File: src/hw/rtl/pwvs_pkg.sv
// Package for the plane-wave velocity sum unit: widths, fixed-point constants,
// sequencer states and the CORDIC angle table. No dependencies.
`timescale 1ns / 1ps
`default_nettype none
package pwvs_pkg;
	localparam int unsigned AMP_W = 32;
	localparam int unsigned VEC_W = 32;
	localparam int unsigned K_W   = 48;
	localparam int unsigned VEL_W = 48;
	localparam int unsigned CFG_W = 6;
	localparam int unsigned IDX_W = 5;

	localparam logic [21:0] TURN_PER_RAD_Q24 = 22'd2670177;
	localparam logic [31:0] CORDIC_GAIN_Q30  = 32'd652032874;

	localparam logic MODE_LOAD = 1'b0;
	localparam logic MODE_EVAL = 1'b1;

	typedef enum logic [3:0] {
		ST_IDLE,
		ST_READ,
		ST_DOT,
		ST_TURN,
		ST_PHASE,
		ST_CORDIC,
		ST_ROT,
		ST_MIX,
		ST_POL,
		ST_DONE
	} seq_state_t;

	typedef struct packed {
		logic signed [AMP_W-1:0] amp_re;
		logic signed [AMP_W-1:0] amp_im;
		logic [K_W-1:0]          wavenumber;
		logic signed [VEC_W-1:0] dir_x;
		logic signed [VEC_W-1:0] dir_y;
		logic signed [VEC_W-1:0] dir_z;
		logic signed [VEC_W-1:0] pol_x;
		logic signed [VEC_W-1:0] pol_y;
		logic signed [VEC_W-1:0] pol_z;
	} shell_t;

	function automatic logic [31:0] atan_turns(input logic [4:0] s);
		logic [31:0] r;
		case (s)
			5'd0:  r = 32'd536870912;
			5'd1:  r = 32'd316933406;
			5'd2:  r = 32'd167458907;
			5'd3:  r = 32'd85004756;
			5'd4:  r = 32'd42667331;
			5'd5:  r = 32'd21354465;
			5'd6:  r = 32'd10679838;
			5'd7:  r = 32'd5340245;
			5'd8:  r = 32'd2670163;
			5'd9:  r = 32'd1335087;
			5'd10: r = 32'd667544;
			5'd11: r = 32'd333772;
			5'd12: r = 32'd166886;
			5'd13: r = 32'd83443;
			5'd14: r = 32'd41722;
			5'd15: r = 32'd20861;
			5'd16: r = 32'd10430;
			5'd17: r = 32'd5215;
			5'd18: r = 32'd2608;
			5'd19: r = 32'd1304;
			5'd20: r = 32'd652;
			5'd21: r = 32'd326;
			5'd22: r = 32'd163;
			5'd23: r = 32'd81;
			5'd24: r = 32'd41;
			5'd25: r = 32'd20;
			5'd26: r = 32'd10;
			5'd27: r = 32'd5;
			5'd28: r = 32'd3;
			5'd29: r = 32'd1;
			5'd30: r = 32'd1;
			default: r = 32'd0;
		endcase
		return r;
	endfunction
endpackage
`default_nettype wire

File: src/hw/rtl/pwvs_mul.sv
// Shared signed 33x33 multiplier with registered product for the sequencer.
// Depends on pwvs_pkg only through the house import.
`timescale 1ns / 1ps
`default_nettype none
module pwvs_mul import pwvs_pkg::*; (
	input  wire                clk,
	input  wire signed [32:0]  a,
	input  wire signed [32:0]  b,
	output logic signed [65:0] p_q
);
	// register every product
	always_ff @(posedge clk) begin
		p_q <= a * b;
	end
endmodule
`default_nettype wire

File: config.mk
export PLATFORM = sky130hd
export DESIGN_NAME = pwvs_mul
export DESIGN_NICKNAME = d
export VERILOG_FILES = /design/src/hw/rtl/pwvs_pkg.sv /design/src/hw/rtl/pwvs_mul.sv
export SDC_FILE = /design/constraint.sdc
export NUM_CORES = 2
export LEC_CHECK = 0
export ABC_AREA = 1
export BUFFER_PORTS_ARGS = -buffer_cell sky130_fd_sc_hd__buf_2
export CORE_ASPECT_RATIO = 1.1
export CORE_MARGIN = 10
export CORE_UTILIZATION = 65
export DETAILED_ROUTE_END_ITERATION = 10
export PLACE_DENSITY = 0.83
export SLEW_MARGIN = 20
export SYNTH_ARGS = -nofsm -noshare
export SYNTH_HDL_FRONTEND = slang
export SYNTH_SLANG_ARGS = --single-unit
File: constraint.sdc
create_clock -name clk -period 11.35 [get_ports clk]
set_clock_uncertainty 0.15 [all_clocks]
set_input_delay 2.27 -clock clk [delete_from_list [all_inputs] [get_ports clk]]
set_output_delay 2.27 -clock clk [all_outputs]
set_load 0.1 [all_outputs]
Word level (Yosys, flattened, before mapping)
Index checks and enable logic that the tools add are counted.
W data, S select, Z words.

word-level totals
  register bits = 66
  input bits = 67
  output and inout bits = 66
  logic and storage cells = 2

cells by class
  $mul = 1

operators with widths
  operator          count
  $mul A33 B33 Y66  1

Logic depth before layout (Yosys ltp)
  depth in word-level cells = 1
  depth in mapped cells = 34
  gate-level depth less buffers = 32

Least setup slack after synthesis
Ideal clock, no wire load.

  path kind = in2reg
  start = input a[32]
  end = register p_q[60]
  library setup time = 0.113 ns
  arrival time = 8.913 ns
  data required time = 11.087 ns
  setup slack = 2.174 ns
  cell stages on the path = 23
  buffers on the path = 2
  cells stage by stage = clkbuf_1 > clkbuf_1 > nand2_1 > inv_1 > fa_1 > fa_1 > fa_1 > fa_1 > inv_1 > fa_1 > fa_1 > fa_1 > fa_1 > inv_1 > ha_1 > nand2_1 > nor2_1 > inv_1 > nor3_1 > nand2_1 > and2_0 > nand4_1 > nand2_1

between the ends
  word-level cells in the longest chain between the ends = 1

ends and longest elaborated chain
  item                  line            RTL
  start, declared       pwvs_mul.sv:7   input wire signed [32:0] a,
  $mul A33 B33 Y66      pwvs_mul.sv:13  p_q <= a * b;
  end signal, assigned  pwvs_mul.sv:13
  end, declared         pwvs_mul.sv:9   output logic signed [65:0] p_q

Every way passes these cells.

Worst setup path in the final report
  start = input b[9]
  end = register p_q[57]

between the ends
  word-level cells in the longest chain between the ends = 1

ends and longest elaborated chain
  item              line            RTL
  start, declared   pwvs_mul.sv:8   input wire signed [32:0] b,
  $mul A33 B33 Y66  pwvs_mul.sv:13

Every way passes these cells.

==> impl_results.md <==
* Non-Filler Instances at roughly 6300
* Max_cap viols at 0
* Clock sinks at 66
* CTS tree: built
* Status: complete, no violations
* Routed wire length at 116300 µm
* Max reg flops at 66
* GRT Total Usage at 0.3175
* Multi-input logic area at ~34000 µm²
* Avg Cell Area, Syn at between 7 and 8 µm²
* Crit path max-delay cell type: fa_1
* Initial antenna violation count at 9
* Clk pin slew, worst setup/hold paths at ~80 ps
* Root Buffer: clkbuf_16
* Post-route ant nets at 0
* Final hold violation count at 0
* Placed Instances at 6278
* Critical setup path kind: primary input to register
* WL per Instance at around 18 µm
* IO Port Bufs at ~130
* Worst slew pin tran at 1104 ps
* Mapped Nets at about 7000
* Die Y-Extent at 290.3 µm
* Hold_sp: b[0]
* Vias in the first global route at 38170
* Max incr delay on CP at 940 ps
* Hold path depth at 3
* Drt via density at 5.368
* Commonest non-fill, non-tap cell in the layout: inv_1
* Gp weighted congestion at approximately 1
* Path category of the worst min-delay check: primary input to register
* Number of flops mapped to enable cells by yosys at 0
* Yosys reg bits at 66
* DR pass1 iterations at 6
* Largest register by flop count: p_q
* # DRC at 0
* CTS buffer count at 9
* Place WS at approximately 1200 ps
* FMAX at a little over 100 MHz
* Unrepaired setup endpoints after global routing: no
* Cts repair resizes at 0
* Ratio of cells with drive above 1 in the final layout at 0.03992
* Total Neg Setup Slack at 0 ps
* Num ports at ~130
* # setup viols final at 0
* Crit-path leading delay family: adder cells
* Initial core utilization at 0.6539
* Grt total ovfl at 0
* CP Data Required Time at ~11000 ps
* WP buf/inv at 4
* Die Span X at about 270 µm
* Arr. time, crit path at just under 10000 ps
* Row cnt at 99
* Top Registers: p_q: 66 flops
* Iter 0 DRT Violations at between 2000 and 3000
* Final Max Slew Viols at 0
* Synthesis-to-layout area growth at 2.515%
* Ys async rst share at 0
* Synth Warn # at 0
* Synthesized cell area at 43170 µm²
* Core area at 66020 µm²
* Crit share post-route at 0.8638
* Setup Fix Bufs, Post-CTS at 0
* DIE AREA at between 70000 and 80000 µm²
* Min-Delay Endpoint: p_q[0]
* Main flop type after synthesis: dfxtp_1
* Max Root-Sink Buffers at 2
* Post-synth cell types at 35
* Critical path, cell by cell: buf_2 > nand2_1 > fa_1 > fa_1 > fa_1 > inv_1 > fa_1 > fa_1 > fa_1 > fa_1 > inv_1 > fa_1 > inv_1 > ha_1 > nand2_1 > nor2_1 > nand3_1 > nor2_1 > o21ai_0 > nand3_1 > nand2_1 > nand2_1
* Critical Path Most Common Cell: fa_1
* Synth Instances at roughly 5500
* Max-slew headroom at 0.2629
* Fillers at around 5300
* Type of origin of the critical path: primary input
* Critical Path Sink Type: register
* Most frequent cells in the layout: inv_1, nand2_1, fa_1
* # hold bufs at CTS at 0
* # nets final at 6860
* Register area share after synthesis at 0.03060
* Via count at between 30000 and 40000
* Pin count of the biggest net entering global routing at 34
* CP Max Fanout at 33
* Sequential Area at about 1300 µm²
* DP HPWL at between 90000 and 100000 µm
* Tmin final at 9804 ps
* Setup WS post-layout at 1546 ps
* First-pass GRT wire length at ~190000 µm
* Total number of H-tree levels at 3
routing by layer:
layer,vias up,GRT usage,wire length [µm]
li1,14760,-,-
met5,-,0,79
met2,1748,0.5570,58250
met1,16640,0.3496,39060
met4,14,0.1977,8923
met3,634,0.06151,9987
final cells by class:
| class | count | share of cell area |
|---|---|---|
| flip-flops and latches | 66 | 0.02985 |
| inverters | 1895 | 0.1607 |
| multi-input cells | 3319 | 0.7627 |
| repair buffers | 140 | 0.01628 |
| clock inverters | 6 | 0.0009612 |
| clock buffers | 10 | 0.005173 |
| diodes | 2 | 0.0001131 |
| well taps | 858 | 0.02426 |
stage by stage:
| stage | cell area [µm²] | util | hold WS [ps] |
|---|---|---|---|
| 6_report | 44260 | 0.6704 | 2302 |
| 5_1_grt | 44260 | 0.6704 | 2357 |
| 4_1_cts | 44250 | 0.6703 | 2270 |
| 3_5_place_dp | 43980 | 0.6662 | 2649 |
| 3_3_place_gp | 43980 | 0.6662 | 2625 |
| 2_1_floorplan | 43170 | - | 2384 |
cells in the mapped netlist, types with 2 or more instances:
cell	n	share of area
clkbuf_1	262	0.023
nand3_1	70	0.0081
nand4_1	19	0.0028
nand2_2	17	0.0025
inv_1	1894	0.16
nand3b_1	3	0.00052
nand3_2	8	0.0019
a21oi_1	61	0.0071
xor2_1	37	0.0075
ha_1	217	0.063
nor2_2	20	0.0029
a21o_1	2	0.00035
nor4_1	4	0.00058
o21bai_1	14	0.0024
xnor2_1	4	0.00081
fa_1	1145	0.53
nand2_1	1517	0.13
o21ai_1	3	0.00035
and2_1	2	0.00029
dfxtp_1	66	0.031
o21ai_0	19	0.0022
or2_2	5	0.00072
nor3_1	7	0.00081
a21oi_2	4	0.00081
nor2_1	131	0.011
nor2_4	3	0.00078
logic make-up (layout without fill, tap and decap cells):
group	Yosys count	in the layout	share of synthesized area
other	0	2	0
DFF	66	66	0.03060
and+or+nand+nor	1810	1810	0.1659
adders and majority gates	1362	1362	0.5938
AOI/OAI and AO/OA	106	106	0.01377
xor gates and xnor gates	41	41	0.008317
buffers and inverters	2158	2051	0.1876
worst max-delay path by stage:
stage,from,to,slack (ps),cells past startpoint
finish,b[9],p_q[57],1550,22
global route,b[9],p_q[57],1200,22
CTS,b[0],p_q[60],1530,23
detailed placement,b[6],p_q[63],1200,23
global placement,b[3],p_q[64],1410,21
floorplan,a[32],p_q[60],2170,23
tightest hold or removal path, delay by kind of cell:
family	cells	cell delay, ps
and+or+nand+nor	1	130
buffers and inverters	2	350
Power is left out: the tool's default activity adds up to more than one toggle a clock period on the data nets, which glitch-free logic cannot reach.
